<file path="config.mk">
export PLATFORM = sky130hd
export DESIGN_NAME = vtm_merge
export DESIGN_NICKNAME = d
export VERILOG_FILES = /design/src/sv/vtm_pkg.sv /design/src/sv/vtm_merge.sv
export SDC_FILE = /design/constraint.sdc
export NUM_CORES = 1
export LEC_CHECK = 0
export BUFFER_PORTS_ARGS = -buffer_cell sky130_fd_sc_hd__buf_2
export CORE_MARGIN = 3
export CORE_UTILIZATION = 57
export CTS_CLUSTER_DIAMETER = 200
export CTS_CLUSTER_SIZE = 16
export DETAILED_ROUTE_END_ITERATION = 6
export GPL_ROUTABILITY_DRIVEN = 0
export GPL_TIMING_DRIVEN = 0
export PLACE_DENSITY_LB_ADDON = 0.3
export SYNTH_ARGS = -nofsm -noshare
export SYNTH_HDL_FRONTEND = slang
export SYNTH_SLANG_ARGS = --single-unit
</file>
<file path="constraint.sdc">
create_clock -name clk -period 4.3 [get_ports clk]
set_input_delay 0.43 -clock clk [delete_from_list [all_inputs] [get_ports clk]]
set_output_delay 0.43 -clock clk [all_outputs]
set_load 0.01 [all_outputs]
</file>
<file path="src/sv/vtm_pkg.sv">
// ----------------------------------------------------------------------------
// vtm_pkg
// Shared types and constants for the 4x4 vertex transform engine.
// ----------------------------------------------------------------------------
package vtm_pkg;

  // value format, signed fixed point
  localparam int VALUE_BITS = 32;
  localparam int FRAC_BITS  = 16;

  // width of every value field on the ports
  localparam int DATA_W = 32;

  // matrix and vector size
  localparam int DIM     = 4;
  localparam int ELEMS   = DIM * DIM;
  localparam int ELEM_IW = $clog2(ELEMS);

  // product and four-term sum widths
  localparam int PROD_W = 2 * VALUE_BITS;
  localparam int SUM_W  = PROD_W + 2;

  // value range and the reset diagonal value
  localparam longint VAL_MAX = (64'sd1 <<< (VALUE_BITS - 1)) - 64'sd1;
  localparam longint VAL_MIN = -VAL_MAX - 64'sd1;
  localparam longint ONE_RAW = 64'sd1 <<< FRAC_BITS;
  localparam longint ONE_VAL = (ONE_RAW > VAL_MAX) ? VAL_MAX : ONE_RAW;

  // result queue sizing
  localparam int FIFO_DEPTH = 4;
  localparam int PTR_W      = $clog2(FIFO_DEPTH);
  localparam int CNT_W      = $clog2(FIFO_DEPTH + 1);

  // operation codes carried in tuser
  localparam logic OP_WRITE = 1'b0;
  localparam logic OP_XFORM = 1'b1;

  typedef logic signed [VALUE_BITS-1:0] val_t;

  // one lane's finished component
  typedef struct packed {
    logic [DATA_W-1:0] value;
    logic              sat;
  } lane_out_t;

  // one queued result item
  typedef struct packed {
    logic [DIM*DATA_W-1:0] data;
    logic                  sat;
  } result_t;

endpackage

</file>
<file path="src/sv/vtm_merge.sv">
// ----------------------------------------------------------------------------
// vtm_merge
// Joins the four lane results into one item, queues it for the output
// channel and keeps the credit count that bounds items in flight.
// ----------------------------------------------------------------------------
module vtm_merge import vtm_pkg::*; (
  input  logic                  clk,
  input  logic                  rst,
  input  logic                  take,
  input  logic                  push,
  input  lane_out_t             lanes [DIM],
  output logic                  room,
  output logic                  m_tvalid,
  input  logic                  m_tready,
  output logic [DIM*DATA_W-1:0] m_tdata,  // result_x, result_y, result_z, result_w
  output logic                  m_tuser   // saturated
);

  result_t          fifo [FIFO_DEPTH];
  result_t          entry;
  logic [PTR_W-1:0] wr_ptr;
  logic [PTR_W-1:0] rd_ptr;
  logic [CNT_W-1:0] fifo_cnt;
  logic [CNT_W-1:0] fifo_cnt_next;
  logic [CNT_W-1:0] credit;
  logic [CNT_W-1:0] credit_next;
  logic             pop;

  // combine lanes, flag is set if any lane clipped
  always_comb begin
    entry.sat = 1'b0;
    for (int i = 0; i < DIM; i++) begin
      entry.data[i*DATA_W +: DATA_W] = lanes[i].value;
      entry.sat = entry.sat | lanes[i].sat;
    end
  end

  assign pop      = m_tvalid && m_tready;
  assign m_tvalid = (fifo_cnt != '0);
  assign m_tdata  = fifo[rd_ptr].data;
  assign m_tuser  = fifo[rd_ptr].sat;
  assign room     = (credit < CNT_W'(FIFO_DEPTH));

  // queue storage
  always_ff @(posedge clk) begin
    if (push) begin
      fifo[wr_ptr] <= entry;
    end
  end

  // counts
  always_comb begin
    fifo_cnt_next = fifo_cnt + CNT_W'(push) - CNT_W'(pop);
    credit_next   = credit + CNT_W'(take) - CNT_W'(pop);
  end

  // pointers and counters
  always_ff @(posedge clk) begin
    if (rst) begin
      wr_ptr   <= '0;
      rd_ptr   <= '0;
      fifo_cnt <= '0;
      credit   <= '0;
    end else begin
      if (push) begin
        wr_ptr <= wr_ptr + PTR_W'(1);
      end
      if (pop) begin
        rd_ptr <= rd_ptr + PTR_W'(1);
      end
      fifo_cnt <= fifo_cnt_next;
      credit   <= credit_next;
    end
  end

  // a push never lands on a full queue
  assert property (@(posedge clk) disable iff (rst)
    push |-> (fifo_cnt < CNT_W'(FIFO_DEPTH)) || pop)
    else $error("vtm_merge: result queue overflow");

  // queued items are always covered by credits
  assert property (@(posedge clk) disable iff (rst)
    fifo_cnt <= credit)
    else $error("vtm_merge: queue holds more items than credits");

  // credit never passes the queue depth
  assert property (@(posedge clk) disable iff (rst)
    credit <= CNT_W'(FIFO_DEPTH))
    else $error("vtm_merge: credit count out of range");

endmodule

</file>
### Word level (Yosys, flattened, before mapping)

Memory sizes are Yosys's and may differ from the RTL's. A register that Yosys moved wholly into a read port is not among the register bits.
Index checks and enable logic that the tools add are counted.

| cells by class | value |
|---|---|
| add/subtract/negate cells | 6 |
| $lt $le $gt $ge | 1 |
| mux-type cells | 4 |
| bitwise operators | 3 |
| reduce and logical (&&, ||, !) cells | 2 |

Operators by type and width:

| operator | count |
|---|---|
| 3-bit by 1-bit adder with 3-bit output | 2 |
| 3-bit by 1-bit subtractor with 3-bit output | 2 |
| 2-bit by 1-bit adder with 2-bit output (second input constant) | 2 |
| 2-bit two-way mux | 2 |
| 3-bit less-than comparator (second input constant) | 1 |
| 1-bit bitwise OR | 3 |
| 3-bit nonzero test | 1 |
| 1-bit two-way mux | 2 |
| 1-bit logical AND | 1 |

| word-level totals | value |
|---|---|
| bits in registers | 10 |
| memory bits (writable) | 516 |
| bits of input ports | 137 |
| output and inout bits | 131 |
| memories | 1 |

Memory list:

| name | words | bits a word | rd ports | clocked after Yosys merged registers in | wr ports | RTL line | text |
|---|---|---|---|---|---|---|---|
| fifo | 4 | 129 | 1 | 1 | 1 | vtm_merge.sv:19 | `result_t fifo [FIFO_DEPTH];` |

### Longest topological paths before layout

| depth | value |
|---|---|
| depth in word-level cells | 4 |
| depth in mapped cells | 8 |
| gate-level depth less buffers | 8 |

### Least setup slack after synthesis

OpenSTA, ideal clock, no wires.

| path | value |
|---|---|
| kind | register -> register |
| start | reg wr_ptr[0] |
| end | mem fifo[0][0] (netlist name) (enable) |
| data arrival time | 3503 ps |
| slack | 294 ps |
| stages on the path, launching flop included | 4 |
| path buffers | 0 |
| clock period less this slack | 4006 ps |
| path through | dfxtp_1 inv_1 ha_1 and2_1 |

RTL lines:

| what | RTL line | text |
|---|---|---|
| start: declaration | vtm_merge.sv:21 | `logic [PTR_W-1:0] wr_ptr;` |
| start signal: assignment | vtm_merge.sv:66 | `wr_ptr <= wr_ptr + PTR_W'(1);` |
| end: declaration | vtm_merge.sv:19 |  |

No word-level cell before the write port.

==> impl_metrics.tcl <==
set metrics [dict create \
    start_util 0.584 \
    clock_latency_ns 0.53 \
    ir_worst_vdd_uv 424 \
    vias_per_cell 5.73 \
    cts_resized 0 \
    cts.sinks 528 \
    pre_cts_ws_ns 2.03 \
    worstSetupStartpointType "register" \
    grt_max_degree 60 \
    avgSynthCellArea_sq_um 26.3 \
    worst_slew_pin_slew_ns 0.684 \
    maxSlewViolCount 0 \
    min_period_ns 2.71 \
    hp-class "input port to register" \
    syn-num-nets 880 \
    holdWs_ns 0.108 \
    htreeDepth 2 \
    grt_pass1_vias 9191 \
    worstSetupEndpointType "output port" \
    finalWorstSetupSlack_ns 1.59 \
    die_w_microns 190 \
    drive_gt1_frac 0.447 \
    cts.path.max_buffers 3 \
    cts_tree "done" \
    nets 1195 \
    drtPass1Iterations 5 \
    finalInstanceArea_sq_um 22400 \
    ant_nets 0 \
    coreArea_sq_um 32900 \
    finalHoldViolations 0 \
    antenna_found_initial 12 \
    grt_first_pass_wirelength_microns 54800 \
    via_count 8643 \
    worstSetupPathType "register to output port" \
    place_hpwl_microns 22900 \
    drt_iter0_markers 561 \
    place_inst 1450 \
    drt_wl_total_microns 35800 \
    fin_skew_ns 0.0107 \
    die-area_sq_um 36000 \
    final_common_cell "edfxtp_1" \
    synth_cell_type_count 22 \
    required_ns 3.87 \
    grt_usage 0.203 \
    syn_area_sq_um 19300 \
    syn2layout_area_growth_pct 16.5 \
    synth_seq_area_share 0.817 \
    final_util 0.681 \
    yosys_register_bits 528 \
    synthCells 733 \
    multi_input_area_sq_um 3270 \
    maxCapViolCount 0 \
    power_density_nw_per_um2 514 \
    register_area_sq_um 15700 \
    rows 66 \
    period_share 0.629 \
    path_max_fanout 10 \
    routedWlPerCell_microns 23.8 \
    cts_buffers 38 \
    root_buffer "clkbuf_16" \
    place_area_sq_um 21400 \
    max_freq_ghz 0.370 \
    post_cts_buffers 0 \
    status "complete, no violations" \
    power_mw 11.5 \
    finalSetupTns_ns 0 \
    stdcell_count 1509 \
    place.port_buffers 267 \
    fp.dieH_microns 190 \
    max_slew_margin 0.544 \
    leakagePower_nw 7.51 \
    yosysWarnings 0 \
    rsz0062_at_grt "no" \
    cts_hold_buf 0 \
    final_cell_mix "edfxtp_1 (516), buf_2 (275), mux4_2 (129), clkbuf_16 (39), clkbuf_1 (19)" \
    setup_viol 0 \
    fillers 2004 \
    io_pins 268 \
    cp_data_arrival_time_ns 2.28 \
    overflow 0 \
    clk_pin_slew_ns 0.07 \
    drc 0 \
]
metal layers:
| metal | up-vias | part of all wire | global-route usage |
|---|---|---|---|
| li1 | 3774 | - | - |
| met1 | 4489 | 0.38 | 0.261 |
| met2 | 287 | 0.51 | 0.338 |
| met3 | 77 | 0.081 | 0.0626 |
| met4 | 16 | 0.029 | 0.0611 |
| met5 | - | 0.0028 | 0 |
critical path, stage by stage (launching register included):
cell      delay, ns
dfxtp_1        0.34
buf_4          0.23
clkbuf_1       0.56
mux4_2         0.43
buf_2          0.18
flip-flops by register name (all words and copies together), names as in the netlist, named ones only:
| name | cells |
|---|---|
| fifo_cnt | 3 |
| wr_ptr | 2 |
| credit | 3 |
| fifo | 516 |
| rd_ptr | 2 |
cell families (layout without fill, tap and decap cells):
family          Yosys count  in the layout  share of synthesized area
fa+ha+maj                10             10                    0.00728
buf+inv                  39            367                     0.0136
mux                     133            133                      0.153
xor+xnor                  3              3                    0.00286
other cells               0              6                          0
flops                   528            528                      0.817
compound gates            2              2                   0.000910
simple gates             18             18                    0.00500
worst paths after layout:
path / cells after the start / end / slack, ns / from
min reg2reg: 2 / wr_ptr[1] / 0.56 / wr_ptr[1]
min: 1 / fifo[1][2] / 0.11 / lanes[101]
max: 4 / m_tdata[66] / 1.59 / register
max reg2reg: 5 / fifo[2][28] / 2.14 / wr_ptr[0]
cell usage after synthesis:
master    instances  area share
mux4_2          129        0.15
buf_6            13      0.0076
inv_1            10      0.0019
xor3_1            1      0.0012
nor2b_1           5      0.0016
fa_1              2      0.0021
buf_2             8      0.0021
xnor3_1           1      0.0012
nor2_1            7      0.0014
or3_1             1     0.00033
mux2i_1           1     0.00052
or4_1             1     0.00039
xnor2_1           1     0.00045
mux2_2            3      0.0018
dfxtp_1          12       0.012
o31a_1            1     0.00045
o311ai_0          1     0.00045
edfxtp_1        516        0.80
clkbuf_1          6      0.0012
buf_4             2     0.00078
ha_1              8      0.0052
and2_1            4      0.0013
cell type report:
class	instances	share of cell area
clock buffers	52	0.0457
clock inverters	1	0.000391
plain buffers	29	0.00999
multi-input cells	166	0.146
flip-flops and latches	528	0.702
well taps	442	0.0247
diodes	6	0.000670
inverters	10	0.00167
repair buffers	275	0.0694
power by group:
part / switching (mW) / total (mW) / internal [mW]
clock network: 1.54 / 3.19 / 1.65
registers: 0.0737 / 6.00 / 5.93
logic: 1.16 / 2.33 / 1.16
total: 2.78 / 11.5 / 8.74
Power figures use the tool's default switching activity.
